[src/rtl/assert_macros.svh]
// Assertion helpers shared by the RTL; clk and rst_n must be in scope.
`ifndef ASSERT_MACROS_SVH
`define ASSERT_MACROS_SVH

// Check a property on every rising edge outside reset.
`define SED_ASSERT(label, prop, msg) \
  label: assert property (@(posedge clk) disable iff (!rst_n) prop) else $error(msg);

// Check that a condition never holds outside reset.
`define SED_ASSERT_NEVER(label, expr, msg) \
  `SED_ASSERT(label, !(expr), msg)

`endif

[src/rtl/sed_pkg.sv]
`default_nettype none

package sed_pkg;

  // Error codes of a result word
  typedef enum logic [1:0] {
    ERR_NONE         = 2'd0,
    ERR_UNKNOWN      = 2'd1,
    ERR_NO_DIGITS    = 2'd2,
    ERR_TRAIL_BSLASH = 2'd3
  } err_t;

  // Decoder mode, one-hot
  typedef enum logic [2:0] {
    MODE_NORMAL = 3'b001,
    MODE_ESCAPE = 3'b010,
    MODE_HEX    = 3'b100
  } mode_t;

  localparam logic [7:0] CH_BSLASH = 8'h5C;
  localparam logic [7:0] CH_X      = 8'h78;
  localparam logic [7:0] CH_U_LO   = 8'h75;
  localparam logic [7:0] CH_U_UP   = 8'h55;

  localparam logic [3:0] LIM_X  = 4'd2;
  localparam logic [3:0] LIM_U  = 4'd4;
  localparam logic [3:0] LIM_UU = 4'd8;

  typedef struct packed {
    logic [31:0] value;
    logic        is_cp;
    err_t        err;
    logic        last_of_run;
    logic        eos;
  } res_t;

  // One queue entry: the results caused by one input byte
  typedef struct packed {
    logic two;
    res_t r0;
    res_t r1;
  } rec_t;

  function automatic res_t sed_mk_res(input logic [31:0] value, input logic is_cp,
                                      input err_t err);
    res_t r;
    r.value       = value;
    r.is_cp       = is_cp;
    r.err         = err;
    r.last_of_run = 1'b0;
    r.eos         = 1'b0;
    return r;
  endfunction

  // {hit, code} for the single-letter escapes
  function automatic logic [8:0] sed_simple_esc(input logic [7:0] b);
    logic [8:0] r;
    unique case (b)
      8'h30:   r = {1'b1, 8'd0};   // 0
      8'h61:   r = {1'b1, 8'd7};   // a
      8'h62:   r = {1'b1, 8'd8};   // b
      8'h5C:   r = {1'b1, 8'd92};  // backslash
      8'h74:   r = {1'b1, 8'd9};   // t
      8'h6E:   r = {1'b1, 8'd10};  // n
      8'h66:   r = {1'b1, 8'd12};  // f
      8'h72:   r = {1'b1, 8'd13};  // r
      8'h76:   r = {1'b1, 8'd11};  // v
      8'h27:   r = {1'b1, 8'd39};  // single quote
      8'h22:   r = {1'b1, 8'd34};  // double quote
      default: r = 9'd0;
    endcase
    return r;
  endfunction

  // {hit, digit} for a hex digit of either case
  function automatic logic [4:0] sed_hex_val(input logic [7:0] b);
    logic [4:0] r;
    r = 5'd0;
    if (b >= 8'h30 && b <= 8'h39) begin
      r = {1'b1, 4'(b - 8'h30)};
    end else if (b >= 8'h61 && b <= 8'h66) begin
      r = {1'b1, 4'(b - 8'h57)};
    end else if (b >= 8'h41 && b <= 8'h46) begin
      r = {1'b1, 4'(b - 8'h37)};
    end
    return r;
  endfunction

endpackage

`default_nettype wire

[src/rtl/sed_in_if.sv]
`default_nettype none

interface sed_in_if;
  logic       valid;
  logic       ready;
  logic [7:0] text_byte;
  logic       last_byte;

  modport source (output valid, output text_byte, output last_byte, input ready);
  modport sink   (input valid, input text_byte, input last_byte, output ready);
endinterface

`default_nettype wire

[src/rtl/sed_out_if.sv]
`default_nettype none

interface sed_out_if;
  logic        valid;
  logic        ready;
  logic [31:0] out_value;
  logic        is_code_point;
  logic [1:0]  error_code;
  logic        last_of_run;
  logic        end_of_string;

  modport source (output valid, output out_value, output is_code_point,
                  output error_code, output last_of_run, output end_of_string,
                  input ready);
  modport sink   (input valid, input out_value, input is_code_point,
                  input error_code, input last_of_run, input end_of_string,
                  output ready);
endinterface

`default_nettype wire

[src/rtl/sed_front.sv]
`default_nettype none
`include "assert_macros.svh"

module sed_front import sed_pkg::*; (
  input  wire logic clk,
  input  wire logic rst_n,
  sed_in_if.sink    in_ch,
  input  wire logic q_full,
  output logic      push,
  output rec_t      push_rec
);

  typedef struct packed {
    logic emit;
    logic to_esc;
    res_t res;
  } norm_t;

  mode_t       mode_r, mode_nxt;
  logic [31:0] acc_r, acc_nxt;
  logic [3:0]  cnt_r, cnt_nxt;
  logic [3:0]  lim_r, lim_nxt;

  logic        accept;
  logic [7:0]  b;
  logic        last;
  logic [8:0]  simple;
  logic [4:0]  hexv;
  logic        r0_v, r1_v;
  res_t        r0, r1;
  norm_t       norm;

  // Plain byte outside an escape
  function automatic norm_t normal_byte(input logic [7:0] c, input logic lst);
    norm_t n;
    n.emit   = 1'b1;
    n.to_esc = 1'b0;
    n.res    = sed_mk_res({24'd0, c}, 1'b0, ERR_NONE);
    if (c == CH_BSLASH) begin
      if (lst) begin
        n.res = sed_mk_res(32'd0, 1'b1, ERR_TRAIL_BSLASH);
      end else begin
        n.emit   = 1'b0;
        n.to_esc = 1'b1;
      end
    end
    return n;
  endfunction

  assign accept      = in_ch.valid && in_ch.ready;
  assign in_ch.ready = !q_full;
  assign b           = in_ch.text_byte;
  assign last        = in_ch.last_byte;
  assign simple      = sed_simple_esc(b);
  assign hexv        = sed_hex_val(b);
  assign norm        = normal_byte(b, last);

  always_comb begin
    mode_nxt = mode_r;
    acc_nxt  = acc_r;
    cnt_nxt  = cnt_r;
    lim_nxt  = lim_r;
    r0_v     = 1'b0;
    r1_v     = 1'b0;
    r0       = sed_mk_res(32'd0, 1'b0, ERR_NONE);
    r1       = sed_mk_res(32'd0, 1'b0, ERR_NONE);
    unique case (mode_r)
      MODE_NORMAL: begin
        r0_v     = norm.emit;
        r0       = norm.res;
        mode_nxt = norm.to_esc ? MODE_ESCAPE : MODE_NORMAL;
      end
      MODE_ESCAPE: begin
        mode_nxt = MODE_NORMAL;
        if (simple[8]) begin
          r0_v = 1'b1;
          r0   = sed_mk_res({24'd0, simple[7:0]}, 1'b1, ERR_NONE);
        end else if (b == CH_X || b == CH_U_LO || b == CH_U_UP) begin
          lim_nxt = (b == CH_X) ? LIM_X : ((b == CH_U_LO) ? LIM_U : LIM_UU);
          cnt_nxt = 4'd0;
          acc_nxt = 32'd0;
          if (last) begin
            r0_v = 1'b1;
            r0   = sed_mk_res(32'd0, 1'b1, ERR_NO_DIGITS);
          end else begin
            mode_nxt = MODE_HEX;
          end
        end else begin
          r0_v = 1'b1;
          r0   = sed_mk_res({24'd0, b}, 1'b1, ERR_UNKNOWN);
        end
      end
      MODE_HEX: begin
        if (hexv[4]) begin
          acc_nxt = {acc_r[27:0], hexv[3:0]};
          cnt_nxt = cnt_r + 4'd1;
          if (cnt_nxt >= lim_r || last) begin
            mode_nxt = MODE_NORMAL;
            r0_v     = 1'b1;
            r0       = sed_mk_res(acc_nxt, 1'b1, ERR_NONE);
          end
        end else begin
          r0_v = 1'b1;
          r0   = (cnt_r == 4'd0) ? sed_mk_res(32'd0, 1'b1, ERR_NO_DIGITS)
                                 : sed_mk_res(acc_r, 1'b1, ERR_NONE);
          r1_v     = norm.emit;
          r1       = norm.res;
          mode_nxt = norm.to_esc ? MODE_ESCAPE : MODE_NORMAL;
        end
      end
      default: mode_nxt = MODE_NORMAL;
    endcase
    if (r1_v) begin
      r1.last_of_run = 1'b1;
      r1.eos         = last;
    end else begin
      r0.last_of_run = 1'b1;
      r0.eos         = last;
    end
  end

  assign push         = accept && r0_v;
  assign push_rec.two = r1_v;
  assign push_rec.r0  = r0;
  assign push_rec.r1  = r1;

  always_ff @(posedge clk) begin
    if (!rst_n) begin
      mode_r <= MODE_NORMAL;
      acc_r  <= 32'd0;
      cnt_r  <= 4'd0;
      lim_r  <= 4'd0;
    end else if (accept) begin
      mode_r <= mode_nxt;
      acc_r  <= acc_nxt;
      cnt_r  <= cnt_nxt;
      lim_r  <= lim_nxt;
    end
  end

  `SED_ASSERT(a_hex_limit,
              (mode_r == MODE_HEX) |->
                ((lim_r == LIM_X || lim_r == LIM_U || lim_r == LIM_UU) && cnt_r < lim_r),
              "hex digit count out of range")
  `SED_ASSERT(a_last_leaves_normal,
              (accept && in_ch.last_byte) |=> (mode_r == MODE_NORMAL),
              "string end left decoder inside an escape")

endmodule

`default_nettype wire

[src/rtl/sed_queue.sv]
`default_nettype none
`include "assert_macros.svh"

module sed_queue import sed_pkg::*; #(
  parameter int DEPTH = 4
) (
  input  wire logic clk,
  input  wire logic rst_n,
  input  wire logic push,
  input  rec_t      push_rec,
  output logic      full,
  output logic      head_valid,
  output rec_t      head_rec,
  input  wire logic pop
);

  localparam int AW = (DEPTH > 1) ? $clog2(DEPTH) : 1;
  localparam int CW = $clog2(DEPTH + 1);

  rec_t          mem_r [DEPTH];
  logic [AW-1:0] wr_ptr_r, rd_ptr_r;
  logic [CW-1:0] cnt_r;

  function automatic logic [AW-1:0] wrap_inc(input logic [AW-1:0] p);
    return (p == AW'(DEPTH - 1)) ? '0 : p + AW'(1);
  endfunction

  assign full       = (cnt_r == CW'(DEPTH));
  assign head_valid = (cnt_r != '0);
  assign head_rec   = mem_r[rd_ptr_r];

  always_ff @(posedge clk) begin
    if (push) begin
      mem_r[wr_ptr_r] <= push_rec;
    end
  end

  always_ff @(posedge clk) begin
    if (!rst_n) begin
      wr_ptr_r <= '0;
      rd_ptr_r <= '0;
      cnt_r    <= '0;
    end else begin
      if (push) begin
        wr_ptr_r <= wrap_inc(wr_ptr_r);
      end
      if (pop) begin
        rd_ptr_r <= wrap_inc(rd_ptr_r);
      end
      case ({push, pop})
        2'b10:   cnt_r <= cnt_r + CW'(1);
        2'b01:   cnt_r <= cnt_r - CW'(1);
        default: cnt_r <= cnt_r;
      endcase
    end
  end

  `SED_ASSERT_NEVER(a_no_overflow, push && full, "queue written while full")
  `SED_ASSERT_NEVER(a_no_underflow, pop && !head_valid, "queue read while empty")

endmodule

`default_nettype wire

[src/rtl/sed_back.sv]
`default_nettype none
`include "assert_macros.svh"

module sed_back import sed_pkg::*; (
  input  wire logic clk,
  input  wire logic rst_n,
  input  wire logic head_valid,
  input  rec_t      head_rec,
  output logic      pop,
  sed_out_if.source out_ch
);

  logic out_valid_r;
  res_t out_res_r;
  logic second_r;
  logic load;

  assign load = head_valid && (!out_valid_r || out_ch.ready);
  assign pop  = load && (second_r || !head_rec.two);

  always_ff @(posedge clk) begin
    if (load) begin
      out_res_r <= second_r ? head_rec.r1 : head_rec.r0;
    end
  end

  always_ff @(posedge clk) begin
    if (!rst_n) begin
      out_valid_r <= 1'b0;
      second_r    <= 1'b0;
    end else if (load) begin
      out_valid_r <= 1'b1;
      second_r    <= !second_r && head_rec.two;
    end else if (out_ch.ready) begin
      out_valid_r <= 1'b0;
    end
  end

  assign out_ch.valid         = out_valid_r;
  assign out_ch.out_value     = out_res_r.value;
  assign out_ch.is_code_point = out_res_r.is_cp;
  assign out_ch.error_code    = out_res_r.err;
  assign out_ch.last_of_run   = out_res_r.last_of_run;
  assign out_ch.end_of_string = out_res_r.eos;

  `SED_ASSERT(a_second_has_head,
              second_r |-> (head_valid && head_rec.two),
              "second result pending without its entry")

endmodule

`default_nettype wire

[src/rtl/string_escape_decoder_top.sv]
// Channel   Direction  Word
// in_ch     in         text_byte[7:0], last_byte
// out_ch    out        out_value[31:0], is_code_point, error_code[1:0],
//                      last_of_run, end_of_string
//
// One input byte is taken per cycle while the queue has room; the decode
// state machine in the front end updates in that same cycle.
// The back end sends one result word per cycle while the receiver is ready, so
// a byte with two results sends them one after the other; the queue absorbs
// the extra word. A byte's results pass the queue, then the output register.
// Reset is synchronous and active low; it returns the decoder to normal mode
// and empties the queue. in_ch.ready drops only when the queue is full.
`default_nettype none

module string_escape_decoder_top import sed_pkg::*; #(
  parameter int QUEUE_DEPTH = 4
) (
  input  wire logic clk,
  input  wire logic rst_n,
  sed_in_if.sink    in_ch,
  sed_out_if.source out_ch
);

  logic q_full;
  logic push;
  rec_t push_rec;
  logic head_valid;
  rec_t head_rec;
  logic pop;

  // Front end: classify each byte, track escape state, form result entries
  sed_front u_front (
    .clk      (clk),
    .rst_n    (rst_n),
    .in_ch    (in_ch),
    .q_full   (q_full),
    .push     (push),
    .push_rec (push_rec)
  );

  // Queue decouples the byte stream from the result stream
  sed_queue #(
    .DEPTH (QUEUE_DEPTH)
  ) u_queue (
    .clk        (clk),
    .rst_n      (rst_n),
    .push       (push),
    .push_rec   (push_rec),
    .full       (q_full),
    .head_valid (head_valid),
    .head_rec   (head_rec),
    .pop        (pop)
  );

  // Back end: drain each entry one result word at a time into the output register
  sed_back u_back (
    .clk        (clk),
    .rst_n      (rst_n),
    .head_valid (head_valid),
    .head_rec   (head_rec),
    .pop        (pop),
    .out_ch     (out_ch)
  );

endmodule

`default_nettype wire

[src/flat_wrapper.sv]
// flat-port wrapper written by rule: the top's interface ports become plain ports
module string_escape_decoder_top_flat import sed_pkg::*;
#(
  parameter int QUEUE_DEPTH = 4
)
  (clk, rst_n, in_ch_valid, in_ch_text_byte, in_ch_last_byte, in_ch_ready, out_ch_valid, out_ch_out_value, out_ch_is_code_point, out_ch_error_code, out_ch_last_of_run, out_ch_end_of_string, out_ch_ready);
  sed_in_if in_ch_i ();
  sed_out_if out_ch_i ();
  input  wire logic clk;
  input  wire logic rst_n;
  input wire logic [$bits(in_ch_i.valid)-1:0] in_ch_valid;
  input wire logic [$bits(in_ch_i.text_byte)-1:0] in_ch_text_byte;
  input wire logic [$bits(in_ch_i.last_byte)-1:0] in_ch_last_byte;
  output wire logic [$bits(in_ch_i.ready)-1:0] in_ch_ready;
  output wire logic [$bits(out_ch_i.valid)-1:0] out_ch_valid;
  output wire logic [$bits(out_ch_i.out_value)-1:0] out_ch_out_value;
  output wire logic [$bits(out_ch_i.is_code_point)-1:0] out_ch_is_code_point;
  output wire logic [$bits(out_ch_i.error_code)-1:0] out_ch_error_code;
  output wire logic [$bits(out_ch_i.last_of_run)-1:0] out_ch_last_of_run;
  output wire logic [$bits(out_ch_i.end_of_string)-1:0] out_ch_end_of_string;
  input wire logic [$bits(out_ch_i.ready)-1:0] out_ch_ready;
  assign in_ch_i.valid = in_ch_valid;
  assign in_ch_i.text_byte = in_ch_text_byte;
  assign in_ch_i.last_byte = in_ch_last_byte;
  assign in_ch_ready = in_ch_i.ready;
  assign out_ch_valid = out_ch_i.valid;
  assign out_ch_out_value = out_ch_i.out_value;
  assign out_ch_is_code_point = out_ch_i.is_code_point;
  assign out_ch_error_code = out_ch_i.error_code;
  assign out_ch_last_of_run = out_ch_i.last_of_run;
  assign out_ch_end_of_string = out_ch_i.end_of_string;
  assign out_ch_i.ready = out_ch_ready;
  string_escape_decoder_top #(.QUEUE_DEPTH(QUEUE_DEPTH)) u_core (.clk(clk), .rst_n(rst_n), .in_ch(in_ch_i), .out_ch(out_ch_i));
endmodule
[config.mk]
export PLATFORM = sky130hd
export DESIGN_NAME = string_escape_decoder_top_flat
export DESIGN_NICKNAME = d
export VERILOG_FILES = /design/src/rtl/sed_pkg.sv /design/src/rtl/sed_in_if.sv /design/src/rtl/sed_out_if.sv /design/src/rtl/sed_front.sv /design/src/rtl/sed_queue.sv /design/src/rtl/sed_back.sv /design/src/rtl/string_escape_decoder_top.sv /design/src/flat_wrapper.sv
export VERILOG_INCLUDE_DIRS = /design/src /design/src/rtl
export SDC_FILE = /design/constraint.sdc
export NUM_CORES = 1
export LEC_CHECK = 0
export BUFFER_PORTS_ARGS = -buffer_cell sky130_fd_sc_hd__clkbuf_2
export CORE_MARGIN = 3
export CORE_UTILIZATION = 69
export CTS_BUF_LIST = sky130_fd_sc_hd__clkbuf_4 sky130_fd_sc_hd__clkbuf_8
export DETAILED_ROUTE_END_ITERATION = 7
export HOLD_SLACK_MARGIN = 0.12
export PLACE_DENSITY_LB_ADDON = 0.3
export SETUP_SLACK_MARGIN = 0.3
export SLEW_MARGIN = 20
export SYNTH_ARGS = -nofsm -noshare
export SYNTH_HDL_FRONTEND = slang
export SYNTH_SLANG_ARGS = --single-unit
[constraint.sdc]
create_clock -name clk -period 5.35 [get_ports clk]
set_clock_uncertainty 0.05 [all_clocks]
set_input_delay 0 -clock clk [delete_from_list [all_inputs] [get_ports clk]]
set_output_delay 0 -clock clk [all_outputs]
set_load 0.02 [all_outputs]
==> results of run 1 <==
==> sequential cells by signal, indices dropped and copies added, names as in the netlist, 2 cells and up, named ones only <==
register,cells
u_core.u_queue.rd_ptr_r,2
u_core.u_queue.wr_ptr_r,2
u_core.u_front.lim_r,3
u_core.u_queue.mem_r,192
u_core.u_queue.cnt_r,3
u_core.u_back.out_ch.out_value,32
u_core.u_front.mode_r,3
u_core.u_back.out_ch.error_code,2
u_core.u_front.acc_r,32
u_core.u_front.cnt_r,4
==> worst max path at each step <==
stage | from | to | slack, ps | cells past startpoint
2_1_floorplan | u_core.u_front.cnt_r[0]$_SDFFE_PN0P_ | u_core.u_queue.mem_r[3][0]$_DFFE_PP_ | 1700 | 10
4_1_cts | in_ch_text_byte[0] | u_core.u_queue.cnt_r[2]$_SDFFE_PN0P_ | 1240 | 15
3_3_place_gp | in_ch_text_byte[0] | u_core.u_queue.mem_r[1][0]$_DFFE_PP_ | 1660 | 10
5_1_grt | in_ch_text_byte[0] | u_core.u_queue.cnt_r[2]$_SDFFE_PN0P_ | 970 | 15
6_report | in_ch_text_byte[0] | u_core.u_queue.cnt_r[2]$_SDFFE_PN0P_ | 1150 | 15
3_5_place_dp | in_ch_text_byte[0] | u_core.u_queue.cnt_r[2]$_SDFFE_PN0P_ | 1340 | 14
==> through the flow <==
| step | utilization (%) | std cells | area, sq um | setup slack, ps | power (uW) |
|---|---|---|---|---|---|
| after floorplan | - | 835 | 12200 | 1700 | 3950 |
| after global placement | 72.9 | 1076 | 12600 | 1660 | 4310 |
| after detailed placement | 72.9 | 1076 | 12600 | 1340 | 4420 |
| after CTS | 78.6 | 1174 | 13600 | 1240 | 6150 |
| after global routing | 78.6 | 1174 | 13600 | 975 | 6370 |
| final | 78.7 | 1175 | 13600 | 1150 | 6130 |
==> cells in the mapped netlist (5+ instances only) <==
cell type  instances  share of area, %
a21oi_1           47               1.9
o21ai_1            5              0.20
inv_1             17              0.52
a22oi_1           24               1.5
nand2_1           99               3.0
o21ai_0           16              0.66
mux2i_1            6              0.49
a311oi_2          28               3.4
nand3b_1           7              0.43
mux4_2            48               8.9
edfxtp_1         229                56
nand3_1           19              0.78
and2_1            29               1.5
buf_2              9              0.37
and3_1            12              0.61
ha_1              15               1.5
nand2b_1           7              0.36
nor2b_1            6              0.31
dfxtp_1           53               8.7
nor2_1            43               1.3
buf_6              8              0.74
clkbuf_1          28              0.86
==> logic make-up (layout without fill, tap and decap cells) <==
kind of cell	count (synthesis)	in the layout	synth area share, %
other cells	0	1	0
fa+ha+maj	16	16	1.70
compound gates	165	165	11.0
flops	282	282	65.0
mux	54	54	9.35
buf+inv	68	182	2.77
xor+xnor	7	7	0.502
simple gates	243	243	9.66
==> power by group <==
part	internal [uW]	switching [uW]	total, uW
Sequential	2840	138	2980
Combinational	512	933	1440
Clock	889	817	1710
Total	4240	1890	6130
==> per-layer routing <==
layer	global-route usage, %	share of wire (%)	vias to the layer above	routed length [um]
met4	9.47	2.3	0	657
met2	47.1	49	504	13900
met5	0	0	-	0
met1	40.9	38	3931	10800
met3	6.62	10	64	2840
li1	-	-	3398	-
==> layout by cell type (no fill, tap or decap), drive strengths merged, types with 6 or more instances in the layout <==
cell         instances
buf                 16
clkinv              23
nand3               19
dfxtp               53
edfxtp             229
and2                29
dlygate4sd3         16
nand2b               7
mux2i                6
nand2               99
ha                  15
a22oi               24
clkbuf             110
a311oi              30
mux4                48
nor2                44
nor2b                6
inv                 17
nand3b               7
o21ai               21
and3                12
a21oi               48
==> critical path: stages <==
cell	delay (ps)
dlygate4sd3_1	530
clkbuf_2	180
inv_1	120
ha_1	360
o21bai_1	260
a211oi_2	130
nor2_2	560
o21ai_1	330
a31oi_1	650
inv_1	120
ha_1	270
fa_1	440
xnor2_1	170
or3_1	320
a21oi_1	160
==> final cells by class <==
| type | count | area [sq um] |
|---|---|---|
| Sequential cell | 282 | 7940 |
| Multi-Input combinational cell | 485 | 3940 |
| Fill cell | 916 | 3690 |
| Clock buffer | 59 | 724 |
| Timing Repair Buffer | 83 | 536 |
| Tap cell | 225 | 282 |
| Clock inverter | 23 | 114 |
| Inverter | 17 | 63.8 |
| Antenna cell | 1 | 2.50 |
==> flow_summary.ini, run 1 <==
[outcome]
outcome = finished clean

[die]
die-area_sq_um = 19300
floorplan.initialDensity_pct = 70.6
top_level_ports = 52
core_area_sq_um = 17300
rows = 48
die_y_um = 139
die_w_um = 139

[sta]
finalSetupTns_ps = 0
hold_viol = 0
worst_pin_slew_ps = 1060
fin_crit_ps = 4200
holdWs_ps = 176
rsz0062_at_grt = false
fmax_ghz = 0.238
maxSlewViolCount = 0
final-setup-viol-count = 0
relSlewSlack_pct = 29.0
min_period_over_period_pct = 78.6

[place]
port_buffers = 51
dpl.hpwl_mm = 17.5
place.gp.congestion = 0.958

[worst_setup_path]
cp-end-kind = flip-flop
reg2reg_to = u_core.u_queue.cnt_r[2]$_SDFFE_PN0P_
required_ps = 5750
crit_arrival_ps = 4600
crit_type = in -> reg
r2r_start = u_core.u_front.cnt_r[0]$_SDFFE_PN0P_
crit_path_start_kind = input pin
ff2ff_path_depth = 15
cp_max_fo = 16
ff2ff_setup_slack_ps = 1260

[synthesis]
synth_area_sq_um = 12200
ys_seq_area_share_pct = 65.0
synth_cell_type_count = 64
yosysWarnings = 0
syn_nets = 864
async_reset_ff_share_pct = 0
synth_edf_count = 229
synth_top_flop_cell = edfxtp_1
synth-seq-cells = 282
syn_area_per_cell_sq_um = 14.6
syn-instance-count = 835

[worst_hold_path]
whs_endpoint = u_core.u_front.acc_r[2]$_SDFFE_PN0P_
hold_path_class = in -> reg
worstHoldStart = in_ch_text_byte[2]
whs_path_depth = 4

[global_routing]
track_usage_pct = 29.3
grt_max_degree = 57
antenna_found_initial = 1
grt_pass1_vias = 7845
grt_overflow = 0
grt_pass1_wl_mm = 44.1

[routing]
vias = 7897
firstDrtPassIters = 6
wire_per_inst_um = 24.0
route.detailed.drc = 0
vias_per_cell = 6.72
drtIter0Drc = 991
drt-total-wl_mm = 28.2
ant_nets = 0

[clock_tree]
cts.repair.resized = 0
htreeDepth = 2
clockBufferDepth = 3
cts_buffers = 44
insertion_delay_ps = 550
cts_tree = done
root_buffer = clkbuf_8
postCtsHoldBufs = 16
cts_setup_buffers = 0
path_clk_slew_ps = 60
cts.sink_count = 282

[cells_and_area]
drive_above_1_share_pct = 24.2
area_growth_pct = 11.4
layout.nets = 942

[pwr]
static-leakage-power_uw = 0.00459
vdd_drop_max_mv = 0.554
power_density_nw_per_um2 = 450

[job]
drv_cap = 0
(Power assumes the default switching activity.)
==> run 2: changes to the inputs <==
Settings changed: ABC_AREA set to 1, CORE_UTILIZATION 69 to 58.
Clock period 5.35 ns to 3.5 ns, I/O delays scaled along.
==> run 2 against run 1 <==
Against the previous run:
- sequential share of layout area shrank 1.3 points
- critical path type is now reg -> reg
- worst hold slack gained 180 ps
- total power grew 62%
- setup slack lost 570 ps
- register-to-register slack lost 690 ps
- combinational power grew 86%
- cell area grew 2.2%
- largest cell class unchanged
- sequential power grew 50%
==> flow_summary.ini, run 2 <==
[outcome]
outcome = finished clean

[cells_and_area]
antenna_cells = 0
final_common_cell = nor2_1
layout.nets = 1313
multi_input_area_sq_um = 3790
fin_util_pct = 67.8
area_growth_pct = 13.1
regMostFlops = u_core.u_queue.mem_r
drive_above_1_share_pct = 14.5
seq_area_sq_um = 7940
largest_reg_flops = 192
nFillCells = 1529
final_cell_area_sq_um = 13900
layout_common_cells = 277 x nor2_1, 229 x edfxtp_1, 127 x o21ai_0

[job]
drv_cap = 0

[pwr]
vdd_drop_max_mv = 0.639
p_total_uw = 9920
power_density_nw_per_um2 = 713
static-leakage-power_uw = 0.00505

[place]
port_buffers = 51
post-place-ws_ps = 354
place.gp.congestion = 0.906
place_area_sq_um = 12800
dpl.hpwl_mm = 16.0

[sta]
fin_crit_ps = 2930
rsz0062_at_grt = true
hold_viol = 0
final-setup-viol-count = 0
worst_pin_slew_ps = 741
min_period_over_period_pct = 83.7
maxSlewViolCount = 0
relSlewSlack_pct = 50.6
final.setup.worst_slack_ps = 571
fmax_ghz = 0.341
finalSetupTns_ps = 0

[routing]
drt-total-wl_mm = 27.5
route.detailed.drc = 0
wire_per_inst_um = 17.3
vias_per_cell = 5.66
ant_nets = 0
drtIter0Drc = 813
vias = 8980
firstDrtPassIters = 5

[worst_hold_path]
hold_path_class = in -> reg
whs_path_depth = 5

[synthesis]
syn_nets = 1244
synthTopCellsByArea = edfxtp_1 56%, dfxtp_1 8.6%, nor2_1 8.6%, o21ai_0 5.3%, a21oi_1 4.2%
syn_area_per_cell_sq_um = 10.1
synth-seq-cells = 282
synth_top_area_cell = edfxtp_1
ys_seq_area_share_pct = 64.6
syn-instance-count = 1215
async_reset_ff_share_pct = 0
synth_cell_type_count = 46
synth.most_common_cell = nor2_1
yosysWarnings = 0
synth_area_sq_um = 12300
synth_edf_count = 229
yosysTopAreaCellShare_pct = 55.9
synth_top_flop_cell = edfxtp_1
synth_common_cells = 282 x nor2_1, 229 x edfxtp_1, 129 x o21ai_0

[worst_setup_path]
required_ps = 3880
cp-end-kind = flip-flop
crit_arrival_ps = 3310
crit_path_start_kind = flip-flop
crit_type = reg -> reg
ff2ff_path_depth = 17
cp_max_fo = 6

[global_routing]
grt_max_degree = 67
grt_pass1_vias = 8622
antenna_found_initial = 0
track_usage_pct = 24.4
grt_pass1_wl_mm = 44.3
grt_overflow = 0

[clock_tree]
insertion_delay_ps = 550
path_clk_slew_ps = 60
htreeDepth = 2
cts.sink_count = 282
cts_setup_buffers = 0
clockBufferDepth = 3
root_buffer = clkbuf_8
cts_tree = done
cts_buffers = 45

[die]
core_area_sq_um = 20500
floorplan.initialDensity_pct = 60.0
rows = 52
die_y_um = 152
die_w_um = 152
die-area_sq_um = 23000
top_level_ports = 52
run 2: changes by cell type after synthesis, moves of 23 or more:
cell | before | now
nor2_1 | 43 | 282
inv_1 | 17 | 75
o21ai_0 | 16 | 129
mux4_2 | 48 | 0
and2_1 | 29 | 0
nand2_1 | 99 | 127
a311oi_2 | 28 | 0
a22oi_1 | 24 | 1
a21oi_1 | 47 | 102
run 2: cells by family after synthesis:
family,Yosys count,synth area share (%)
XOR/XNOR,2,0.143
AND/OR/NAND/NOR,481,16.2
flip-flops,282,64.6
adder cells (fa/ha/maj),16,1.69
AO/OA/AOI/OAI,285,12.4
buffers and inverters,149,5.06
run 2: worst max-delay path, cell delays in order (launching register included):
cell and delay, ps:
dfxtp_2 350, inv_1 70, ha_1 300, inv_1 50, ha_1 260, nand2_1 70, nand2_1 40, nand2_1 70
a21boi_2 50, nor2_2 230, nand2_2 130, nand2_1 110, nand3_2 100, nand2_1 100, ha_2 210, fa_1 410
o21ai_0 160, a21oi_1 60
run 2: layout make-up:
cell class | instances | share of cell area, %
clock buffer | 68 | 5.88
clock inverter | 12 | 0.630
timing repair buffer | 86 | 4.34
multi-input combinational | 784 | 27.3
tap | 270 | 2.43
sequential | 282 | 57.1
inverter | 85 | 2.33
run 2: timing repair:
item	CTS	global route
setup endpoints to repair	0	196
hold endpoints to repair	101	0
resized for setup	0	10
hold buffers	14	0
run 2: power by group:
group / internal, uW / total, uW / switching [uW]
sequential: 4320 / 4460 / 135
combinational: 781 / 2680 / 1900
clock: 1560 / 2780 / 1220
total: 6670 / 9920 / 3250
run 2: through the flow:
step           hold WS (ps)  instances
2_1_floorplan           134       1215
3_3_place_gp            285       1493
3_5_place_dp            295       1493
4_1_cts                 329       1587
5_1_grt                 397       1587
6_report                360       1587
run 2: final timing paths:
kind         slack, ps                                 endpoint                            startpoint
min                360  u_core.u_back.out_ch.valid$_SDFFE_PN0P_                          out_ch_ready
max reg2reg        570     u_core.u_queue.cnt_r[1]$_SDFFE_PN0P_  u_core.u_front.cnt_r[0]$_SDFFE_PN0P_
max                570     u_core.u_queue.cnt_r[1]$_SDFFE_PN0P_  u_core.u_front.cnt_r[0]$_SDFFE_PN0P_
min reg2reg        410     u_core.u_front.acc_r[0]$_SDFFE_PN0P_  u_core.u_front.acc_r[0]$_SDFFE_PN0P_
run 2: metal layers:
metal  up-vias  part of all wire [%]  GRT usage, %
li1       4321                     -             -
met1      4237                    42          34.0
met2       374                    48          39.3
met3        48                   8.2          4.85
met4         0                   1.9          7.50
met5         -                     0             0
